==> src/ponte_pkg.sv <==
// Package for the pitch onset note trigger: payload types, codes, note table.
// No dependencies.
`timescale 1ns / 1ps
`default_nettype none
package ponte_pkg;
   typedef enum logic [1:0] {EV_NONE = 2'd0, EV_NOTE_ON = 2'd1, EV_NOTE_OFF = 2'd2} event_type;
   typedef enum logic [2:0] {
      CSR_ONSET = 3'd0, CSR_QUIET = 3'd1, CSR_CONF_HI = 3'd2, CSR_CONF_LO = 3'd3,
      CSR_SPLIT = 3'd4, CSR_CAPTURE = 3'd5, CSR_RELEASE = 3'd6, CSR_GAIN = 3'd7
   } csr_index_type;

   localparam int BOUND_COUNT = 59;
   localparam logic [15:0] PITCH_MIN = 16'd320;
   localparam logic [15:0] PITCH_MAX = 16'd9600;
   localparam logic [23:0] SUM_MAX = 24'hFFFFFF;
   localparam logic [6:0] NOTE_BASE = 7'd16;

   typedef struct packed {
      logic        peak_valid;
      logic [15:0] peak_value;
      logic        pitch_valid;
      logic [15:0] pitch_value;
      logic [10:0] confidence_value;
      logic [31:0] now_ms;
   } req_type;

   typedef struct packed {
      logic [1:0]  event_res;
      logic [6:0]  note_number;
      logic [6:0]  velocity;
      logic        note_active;
   } rsp_type;

   // classified tick handed from front to back
   typedef struct packed {
      logic        note_on;     // needs mean and note search
      logic [23:0] sum;
      logic [15:0] count;
      logic [6:0]  velocity;
      logic [1:0]  event_res;
      logic        note_active;
   } job_type;

   function automatic logic [13:0] bound(input logic [5:0] i);
      logic [13:0] t [0:58];
      t = '{14'd340, 14'd360, 14'd381, 14'd404, 14'd428, 14'd453, 14'd480, 14'd509,
            14'd539, 14'd571, 14'd605, 14'd641, 14'd679, 14'd719, 14'd762, 14'd807,
            14'd855, 14'd906, 14'd960, 14'd1017, 14'd1078, 14'd1142, 14'd1210,
            14'd1281, 14'd1358, 14'd1438, 14'd1524, 14'd1614, 14'd1710, 14'd1812,
            14'd1920, 14'd2034, 14'd2155, 14'd2283, 14'd2419, 14'd2562, 14'd2715,
            14'd2876, 14'd3047, 14'd3228, 14'd3420, 14'd3624, 14'd3839, 14'd4067,
            14'd4309, 14'd4565, 14'd4837, 14'd5124, 14'd5429, 14'd5752, 14'd6094,
            14'd6456, 14'd6840, 14'd7247, 14'd7678, 14'd8134, 14'd8618, 14'd9130,
            14'd9673};
      if (i < 6'd59) begin
         return t[i];
      end
      return 14'h3FFF;
   endfunction
endpackage
`default_nettype wire

==> src/ponte_front.sv <==
// Front part: holds readings, tracks onset, capture and release, builds jobs.
// Depends on ponte_pkg.
`timescale 1ns / 1ps
`default_nettype none
module ponte_front
   import ponte_pkg::*;
#(
   parameter int COUNT_MAX = 255
) (
   input  wire logic        clock,
   input  wire logic        reset,
   input  wire logic        csr_we,
   input  wire logic [2:0]  csr_index,
   input  wire logic [15:0] csr_data,
   input  wire logic        in_valid,
   output logic             in_ready,
   input  wire req_type     in_item,
   output logic             job_valid,
   input  wire logic        job_ready,
   output job_type          job_data
);
   localparam int CW = $clog2(COUNT_MAX + 1);

   logic [15:0] onset_ff, quiet_ff, split_ff, capt_ff, rel_ff;
   logic [10:0] chi_ff, clo_ff;
   logic [11:0] gain_ff;
   logic [15:0] hpeak_ff, hpitch_ff, prev_ff, opeak_ff;
   logic [10:0] hconf_ff;
   logic        capt_on_ff, sound_ff;
   logic [31:0] wstart_ff, loud_ff;
   logic [23:0] sum_ff;
   logic [CW-1:0] cnt_ff;
   logic        jv_ff;
   job_type     job_ff;
   logic        busy_ff;

   // combinational tick evaluation
   logic [15:0] pk, pt, pk_r;
   logic [10:0] cf, thr;
   logic        snd1, onset, cap1, acc, close1, snd2, off;
   logic [31:0] loud1, ws1;
   logic [24:0] sadd;
   logic [23:0] sum1, sum2;
   logic [CW-1:0] cnt1, cnt2;
   logic [27:0] vprod;
   logic [11:0] vraw;
   logic [6:0]  vel;
   job_type     job_in;

   assign in_ready = !busy_ff && !jv_ff;

   always_comb begin
      pk = in_item.peak_valid ? in_item.peak_value : hpeak_ff;
      pt = in_item.pitch_valid ? in_item.pitch_value : hpitch_ff;
      cf = in_item.pitch_valid ? in_item.confidence_value : hconf_ff;
      loud1 = (sound_ff && pk > quiet_ff) ? in_item.now_ms : loud_ff;
      onset = !sound_ff && !capt_on_ff && pk > onset_ff && prev_ff <= onset_ff;
      cap1 = capt_on_ff || onset;
      ws1 = onset ? in_item.now_ms : wstart_ff;
      pk_r = onset ? pk : opeak_ff;
      sum1 = onset ? 24'd0 : sum_ff;
      cnt1 = onset ? '0 : cnt_ff;
      thr = (pt < split_ff) ? clo_ff : chi_ff;
      acc = !sound_ff && cap1 && cf > thr && pt > PITCH_MIN && pt < PITCH_MAX &&
            cnt1 < CW'(COUNT_MAX);
      sadd = {1'b0, sum1} + {9'd0, pt};
      sum2 = acc ? (sadd[24] ? SUM_MAX : sadd[23:0]) : sum1;
      cnt2 = acc ? cnt1 + CW'(1) : cnt1;
      close1 = !sound_ff && cap1 && (in_item.now_ms - ws1) >= {16'd0, capt_ff};
      snd1 = sound_ff || (close1 && cnt2 >= CW'(2));
      if (close1 && cnt2 >= CW'(2)) begin
         loud1 = in_item.now_ms;
      end
      off = snd1 && (in_item.now_ms - loud1) > {16'd0, rel_ff};
      snd2 = snd1 && !off;
      vprod = pk_r * gain_ff;
      vraw = vprod[27:16];
      vel = (vraw < 12'd20) ? 7'd20 : (vraw > 12'd127) ? 7'd127 : vraw[6:0];
      job_in.note_on = close1 && cnt2 >= CW'(2) && !off;
      job_in.sum = sum2;
      job_in.count = 16'(cnt2);
      job_in.velocity = vel;
      job_in.event_res = off ? EV_NOTE_OFF : job_in.note_on ? EV_NOTE_ON : EV_NONE;
      job_in.note_active = snd2;
   end

   always_ff @(posedge clock) begin
      if (reset) begin
         onset_ff <= 16'd655; quiet_ff <= 16'd328; chi_ff <= 11'd717;
         clo_ff <= 11'd512; split_ff <= 16'd1440; capt_ff <= 16'd20;
         rel_ff <= 16'd150; gain_ff <= 12'd1200;
         hpeak_ff <= '0; hpitch_ff <= '0; hconf_ff <= '0; prev_ff <= '0;
         capt_on_ff <= 1'b0; wstart_ff <= '0; opeak_ff <= '0; sum_ff <= '0;
         cnt_ff <= '0; sound_ff <= 1'b0; loud_ff <= '0;
         jv_ff <= 1'b0; busy_ff <= 1'b0;
      end else begin
         if (csr_we) begin
            unique case (csr_index_type'(csr_index))
               CSR_ONSET:   onset_ff <= csr_data;
               CSR_QUIET:   quiet_ff <= csr_data;
               CSR_CONF_HI: chi_ff <= csr_data[10:0];
               CSR_CONF_LO: clo_ff <= csr_data[10:0];
               CSR_SPLIT:   split_ff <= csr_data;
               CSR_CAPTURE: capt_ff <= csr_data;
               CSR_RELEASE: rel_ff <= csr_data;
               CSR_GAIN:    gain_ff <= csr_data[11:0];
               default: ;
            endcase
         end
         busy_ff <= 1'b0;
         if (jv_ff && job_ready) begin
            jv_ff <= 1'b0;
         end
         if (in_valid && in_ready) begin
            hpeak_ff <= pk; hpitch_ff <= pt; hconf_ff <= cf; prev_ff <= pk;
            capt_on_ff <= cap1 && !close1;
            wstart_ff <= ws1; opeak_ff <= pk_r; sum_ff <= sum2; cnt_ff <= cnt2;
            sound_ff <= snd2; loud_ff <= loud1;
            jv_ff <= 1'b1;
            job_ff <= job_in;
         end
      end
   end

   assign job_valid = jv_ff;
   assign job_data = job_ff;
endmodule
`default_nettype wire

==> src/ponte_fifo.sv <==
// Two-entry item queue between front and back parts.
// Depends on ponte_pkg.
`timescale 1ns / 1ps
`default_nettype none
module ponte_fifo
   import ponte_pkg::*;
(
   input  wire logic    clock,
   input  wire logic    reset,
   input  wire logic    in_valid,
   output logic         in_ready,
   input  wire job_type in_data,
   output logic         out_valid,
   input  wire logic    out_ready,
   output job_type      out_data
);
   job_type    mem_ff [0:1];
   logic       wp_ff, rp_ff;
   logic [1:0] n_ff;
   logic       wr, rd;

   assign in_ready = n_ff != 2'd2;
   assign out_valid = n_ff != 2'd0;
   assign out_data = mem_ff[rp_ff];
   assign wr = in_valid && in_ready;
   assign rd = out_valid && out_ready;

   always_ff @(posedge clock) begin
      if (wr) begin
         mem_ff[wp_ff] <= in_data;
      end
      if (reset) begin
         wp_ff <= 1'b0; rp_ff <= 1'b0; n_ff <= 2'd0;
      end else begin
         if (wr) begin
            wp_ff <= !wp_ff;
         end
         if (rd) begin
            rp_ff <= !rp_ff;
         end
         n_ff <= n_ff + {1'b0, wr} - {1'b0, rd};
      end
   end
endmodule
`default_nettype wire

==> src/ponte_back.sv <==
// Back part: restoring divide for the mean, table walk for the note, output register.
// Depends on ponte_pkg.
`timescale 1ns / 1ps
`default_nettype none
module ponte_back
   import ponte_pkg::*;
#(
   parameter int NOTE_LOW  = 25,
   parameter int NOTE_HIGH = 108
) (
   input  wire logic    clock,
   input  wire logic    reset,
   input  wire logic    job_valid,
   output logic         job_ready,
   input  wire job_type job_data,
   output logic         out_valid,
   input  wire logic    out_ready,
   output rsp_type      out_data
);
   typedef enum logic [1:0] {S_IDLE, S_DIV, S_SEARCH, S_OUT} state_type;
   state_type   state_ff;
   job_type     job_ff;
   logic [23:0] quo_ff;
   logic [16:0] rem_ff;
   logic [4:0]  step_ff;
   logic [5:0]  idx_ff;
   logic [6:0]  note_ff;
   rsp_type     rsp_ff;
   logic [16:0] trial;
   logic [6:0]  clamped;

   assign job_ready = state_ff == S_IDLE;
   assign out_valid = state_ff == S_OUT;
   assign out_data = rsp_ff;
   assign trial = {rem_ff[15:0], quo_ff[23]};

   always_comb begin
      clamped = note_ff;
      if (clamped < 7'(NOTE_LOW)) begin
         clamped = 7'(NOTE_LOW);
      end
      if (clamped > 7'(NOTE_HIGH)) begin
         clamped = 7'(NOTE_HIGH);
      end
   end

   always_ff @(posedge clock) begin
      if (reset) begin
         state_ff <= S_IDLE;
      end else begin
         unique case (state_ff)
            S_IDLE: begin
               if (job_valid) begin
                  job_ff <= job_data;
                  quo_ff <= job_data.sum;
                  rem_ff <= '0;
                  step_ff <= '0;
                  idx_ff <= '0;
                  note_ff <= NOTE_BASE;
                  if (job_data.note_on) begin
                     state_ff <= S_DIV;
                  end else begin
                     rsp_ff <= '{job_data.event_res, 7'd0, 7'd0, job_data.note_active};
                     state_ff <= S_OUT;
                  end
               end
            end
            S_DIV: begin
               if (trial >= {1'b0, job_ff.count}) begin
                  rem_ff <= trial - {1'b0, job_ff.count};
                  quo_ff <= {quo_ff[22:0], 1'b1};
               end else begin
                  rem_ff <= trial;
                  quo_ff <= {quo_ff[22:0], 1'b0};
               end
               step_ff <= step_ff + 5'd1;
               if (step_ff == 5'd23) begin
                  state_ff <= S_SEARCH;
               end
            end
            S_SEARCH: begin
               if (idx_ff < 6'(BOUND_COUNT) && quo_ff >= {10'd0, bound(idx_ff)}) begin
                  note_ff <= note_ff + 7'd1;
                  idx_ff <= idx_ff + 6'd1;
               end else begin
                  rsp_ff <= '{job_ff.event_res, clamped, job_ff.velocity,
                              job_ff.note_active};
                  state_ff <= S_OUT;
               end
            end
            S_OUT: begin
               if (out_ready) begin
                  state_ff <= S_IDLE;
               end
            end
            default: state_ff <= S_IDLE;
         endcase
      end
   end
endmodule
`default_nettype wire

==> src/pitch_onset_note_trigger_unit.sv <==
// Top level of the pitch onset note trigger: front, queue and back part.
// Depends on ponte_pkg, ponte_front, ponte_fifo, ponte_back.
// One result item per tick. A tick without a note-on passes the front register and
// the queue and goes straight to the back output register. A note-on passes the front
// register and the queue, the 24 steps of the bit-serial mean divider and a walk of
// the 59-entry note boundary table before its result is held for the handshake.
// A stalled rsp_tready holds the result in the back output register.
`timescale 1ns / 1ps
`default_nettype none
module pitch_onset_note_trigger_unit
   import ponte_pkg::*;
#(
   parameter int COUNT_MAX = 255,
   parameter int NOTE_LOW  = 25,
   parameter int NOTE_HIGH = 108
) (
   input  wire logic        clock,
   input  wire logic        reset,
   input  wire logic        csr_we,
   input  wire logic [2:0]  csr_index,
   input  wire logic [15:0] csr_data,
   input  wire logic        req_tvalid,
   output logic             req_tready,
   // peak_valid, peak_value, pitch_valid, pitch_value, confidence_value, now_ms
   input  wire logic [79:0] req_tdata,
   output logic             rsp_tvalid,
   input  wire logic        rsp_tready,
   // event_res, note_number, velocity, note_active
   output logic [23:0]      rsp_tdata
);
   req_type in_item;
   job_type f_job, b_job;
   logic    fv, fr, bv, br;
   rsp_type rsp;

   assign in_item.peak_valid = req_tdata[0];
   assign in_item.peak_value = req_tdata[16:1];
   assign in_item.pitch_valid = req_tdata[17];
   assign in_item.pitch_value = req_tdata[33:18];
   assign in_item.confidence_value = req_tdata[44:34];
   assign in_item.now_ms = req_tdata[76:45];

   ponte_front #(.COUNT_MAX(COUNT_MAX)) u_front (
      .clock, .reset, .csr_we, .csr_index, .csr_data,
      .in_valid(req_tvalid), .in_ready(req_tready), .in_item,
      .job_valid(fv), .job_ready(fr), .job_data(f_job));

   ponte_fifo u_fifo (
      .clock, .reset, .in_valid(fv), .in_ready(fr), .in_data(f_job),
      .out_valid(bv), .out_ready(br), .out_data(b_job));

   ponte_back #(.NOTE_LOW(NOTE_LOW), .NOTE_HIGH(NOTE_HIGH)) u_back (
      .clock, .reset, .job_valid(bv), .job_ready(br), .job_data(b_job),
      .out_valid(rsp_tvalid), .out_ready(rsp_tready), .out_data(rsp));

   assign rsp_tdata = {7'd0, rsp.note_active, rsp.velocity, rsp.note_number, rsp.event_res};
endmodule
`default_nettype wire

==> config.mk <==
export PLATFORM = sky130hd
export DESIGN_NAME = pitch_onset_note_trigger_unit
export DESIGN_NICKNAME = d
export VERILOG_FILES = /design/src/ponte_pkg.sv /design/src/ponte_front.sv /design/src/ponte_fifo.sv /design/src/ponte_back.sv /design/src/pitch_onset_note_trigger_unit.sv
export SDC_FILE = /design/constraint.sdc
export NUM_CORES = 2
export LEC_CHECK = 0
export BUFFER_PORTS_ARGS = -buffer_cell sky130_fd_sc_hd__buf_2
export CAP_MARGIN = 20
export CORE_ASPECT_RATIO = 1.5
export CORE_MARGIN = 10
export CORE_UTILIZATION = 64
export DETAILED_ROUTE_END_ITERATION = 7
export PLACE_DENSITY = 0.82
export SYNTH_ARGS = -nofsm -noshare
export SYNTH_HDL_FRONTEND = slang
export SYNTH_SLANG_ARGS = --single-unit
==> constraint.sdc <==
create_clock -name clock -period 18.1 [get_ports clock]
set_input_delay 1.81 -clock clock [delete_from_list [all_inputs] [get_ports clock]]
set_output_delay 1.81 -clock clock [all_outputs]
set_load 0.05 [all_outputs]
==> results.tsv <==
metric	value	unit
post-CTS sizing	0	
FF-to-FF path depth	55	
Crit-path slowest cell	or4_1	
Root Driver	clkbuf_16	
CP most frequent cell	ha_1	
fin crit period	16.50	ns
clock transition at the registers of the reported paths	0.06	ns
starting density of the core	64.7	%
Port Buffers	119	
hold path endpoint	u_fifo.mem_ff[0][15]	
Reg-to-Reg End	u_front.job_data[2]	
P&R area growth vs syn	7.71	%
Reg-to-Reg Start	u_front.hpeak_ff[9]	
Critical Path AT	16.84	ns
first-pass iteration count of the detailed router	6	
DRC	0	
Distinct cells, synth	87	
Post-synth ARST share	0	%
worst-path maximum fanout	21	
Post-CTS Setup Bufs	0	
hold path depth	0	
RSZ-0062 raised after global routing	false	
number of global-route vias before repair	28700	
CTS Buf Count	49	
Syn Area/Cell	8.83	um2
Post-Route WL	90.1	mm
internal reg-to-reg setup slack	2.98	ns
Power per Cell Area	113	nW/um2
FF+latch count, synth	501	
Max Fclk	60.6	MHz
Clock Tree Buf Depth	3	
Core ar.	54800	um2
synthesized cell area	35500	um2
Slew HR	23.2	%
Synth Flop Type	dfxtp_1	
hold buffers post-CTS	0	
Final Setup Violations	0	
vias per cell	6.11	
largest net degree at the start of global routing	217	
Final #Nets	4527	
Slew Limit Fails	0	
Slew @ Worst Pin	1.15	ns
CP Capture Type	flop	
period utilisation layout	91.2	%
clock sinks	501	
Std-Cell Rows	105	
clk_skew	0.0217	ns
CTS tree	yes	
delay of the slowest critical-path stage	0.74	ns
hold path startpoint	u_front.job_data[15]	
Top Ports	130	
EDFF count, synth	222	
DP Wirelength	64.4	mm
Synth top area share	18.8	%
Die W	212	um
leak pwr	15.9	nW
commonest non-fill, non-tap cell in the layout	nand2_1	
final hold viol count	0	
Total Neg Setup Slack	0	ns
Initial DRC Count	2128	
WP data required	18.44	ns
DR WL/cell	19.0	um
H-tree lvl count	2	
first-pass GRT wire length	145	mm
die area	65400	um2
Ys Warns	0	
Final GP Congestion	0.947	
post-route ant nets	0	
via count	28900	
Worst-Skew Late Latency	0.61	ns
outcome	finished clean	
layout cells sized above 1	8.27	%
largest area contributor in the netlist	edfxtp_1	
crit path launch type	input port	
sequential cell area fraction in the yosys report	34.6	%
crit path kind	in -> reg	
pre-CTS WS	1.19	ns
Max VDD drop	0.0948	mV
Max-Cap Viols	0	
Area contributors post-synth	edfxtp_1 19%, dfxtp_1 16%, ha_1 9.9%, fa_1 8.1%, nand2_1 6.4%	
chip height	308	um
Worst Hold Class	reg -> reg	
GRT Total Usage	27.4	%
Mapped Cells	4017	
final setup margin	1.60	ns
grt ovf	0	
most frequent cells in the layout	600 x nand2_1, 320 x inv_1, 313 x a21oi_1	
initial antenna violation count	3	
CP Launch Point	req_tdata[0]	
registers in the layout, summed over array words and instances, names as in the netlist, 6 cells and up, named ones only:
name / flops
u_front.cnt_ff: 8
u_front.hpeak_ff: 16
u_back.quo_ff: 24
u_front.rel_ff: 16
u_front.clo_ff: 11
u_fifo.mem_ff: 86
u_front.capt_ff: 16
u_back.idx_ff: 6
u_front.hconf_ff: 11
u_front.wstart_ff: 32
u_front.hpitch_ff: 16
u_back.job_ff: 18
u_front.gain_ff: 12
u_front.chi_ff: 11
u_front.loud_ff: 32
u_front.sum_ff: 24
u_front.split_ff: 16
u_back.out_data: 17
u_front.onset_ff: 16
u_front.quiet_ff: 16
u_back.rem_ff: 16
u_front.job_data: 43
u_front.opeak_ff: 16
u_back.note_ff: 7
critical path: cells and delay by family:
family                     cells  cell delay (ns)
AOI/OAI and AO/OA             27             7.16
and+or+nand+nor               16             4.05
muxes                          2             0.81
adders and majority gates      6             2.04
buffers and inverters          3             0.65
xor gates and xnor gates       2             0.30
logic make-up after synthesis:
kind of cell,count (synthesis),synth area share (%)
XOR/XNOR,94,2.32
AND/OR/NAND/NOR,1374,17.7
multiplexers,187,5.48
buffers and inverters,555,6.13
adder cells (fa/ha/maj),430,18.2
flip-flops,501,34.6
other,1,0.0106
AO/OA/AOI/OAI,875,15.6
per-layer routing:
metal / track usage, % / vias to the layer above / part of all wire [%]
met5: 0 / - / 0.014
met4: 15.4 / 2 / 5.8
met3: 3.93 / 306 / 5.7
met2: 47.6 / 976 / 50
met1: 31.7 / 13800 / 38
li1: - / 13800 / -
worst max-delay path by stage:
stage	slack [ns]	cells past startpoint	end
after floorplan	2.34	63	u_front.job_data[2]
after global placement	1.39	56	u_front.job_data[2]
after detailed placement	1.19	56	u_front.job_data[2]
after CTS	1.71	56	u_front.job_data[2]
after global routing	0.47	56	u_front.job_data[2]
final	1.60	56	u_front.job_data[2]
where the power goes:
group	total [mW]	leakage, nW	switching, mW	internal (mW)
Sequential	1.45	4.35	0.0863	1.36
Combinational	1.74	10.7	1.07	0.675
Clock	1.13	0.870	0.470	0.665
area by class of cell:
| class | instances | area (um2) |
|---|---|---|
| timing repair buffer | 160 | 951 |
| multi-input combinational | 2967 | 21100 |
| clock buffer | 62 | 1390 |
| inverter | 320 | 1200 |
| antenna | 1 | 2.50 |
| tap | 695 | 870 |
| clock inverter | 29 | 402 |
| sequential | 501 | 12300 |
| fill | 4172 | 16600 |
synthesized netlist by cell type, drive strengths merged (8+ instances only):
library cell and n:
nand2 602, inv 320, a21oi 313, nor2 297, ha 281, dfxtp 279
edfxtp 222, clkbuf 187, o21ai 173, fa 143, mux2i 139, and2 107
a211oi 96, nor3 68, nor2b 62, a21o 60, nand2b 57, xnor2 55
nand3 54, buf 48, mux2 48, xor2 39, nand4 36, o21a 26
a211o 25, a31oi 23, o211ai 19, a21boi 17, o31ai 16, or3 16
and3 14, nor4 14, nand3b 13, o21bai 11, or2 11, o22ai 9
o31a 9, o311ai 8
per-stage QoR:
step / std cells / hold slack, ns / utilization, % / power (mW) / cell area [um2]
finish: 4735 / 0.441 / 69.7 / 4.32 / 38200
floorplan: 4023 / 0.421 / - / 2.76 / 35500
global route: 4735 / 0.448 / 69.7 / 4.61 / 38200
CTS: 4732 / 0.447 / 69.6 / 4.32 / 38200
global placement: 4641 / 0.423 / 66.4 / 3.12 / 36400
detailed placement: 4641 / 0.435 / 66.4 / 3.18 / 36400
Power figures use the tool's default switching activity.
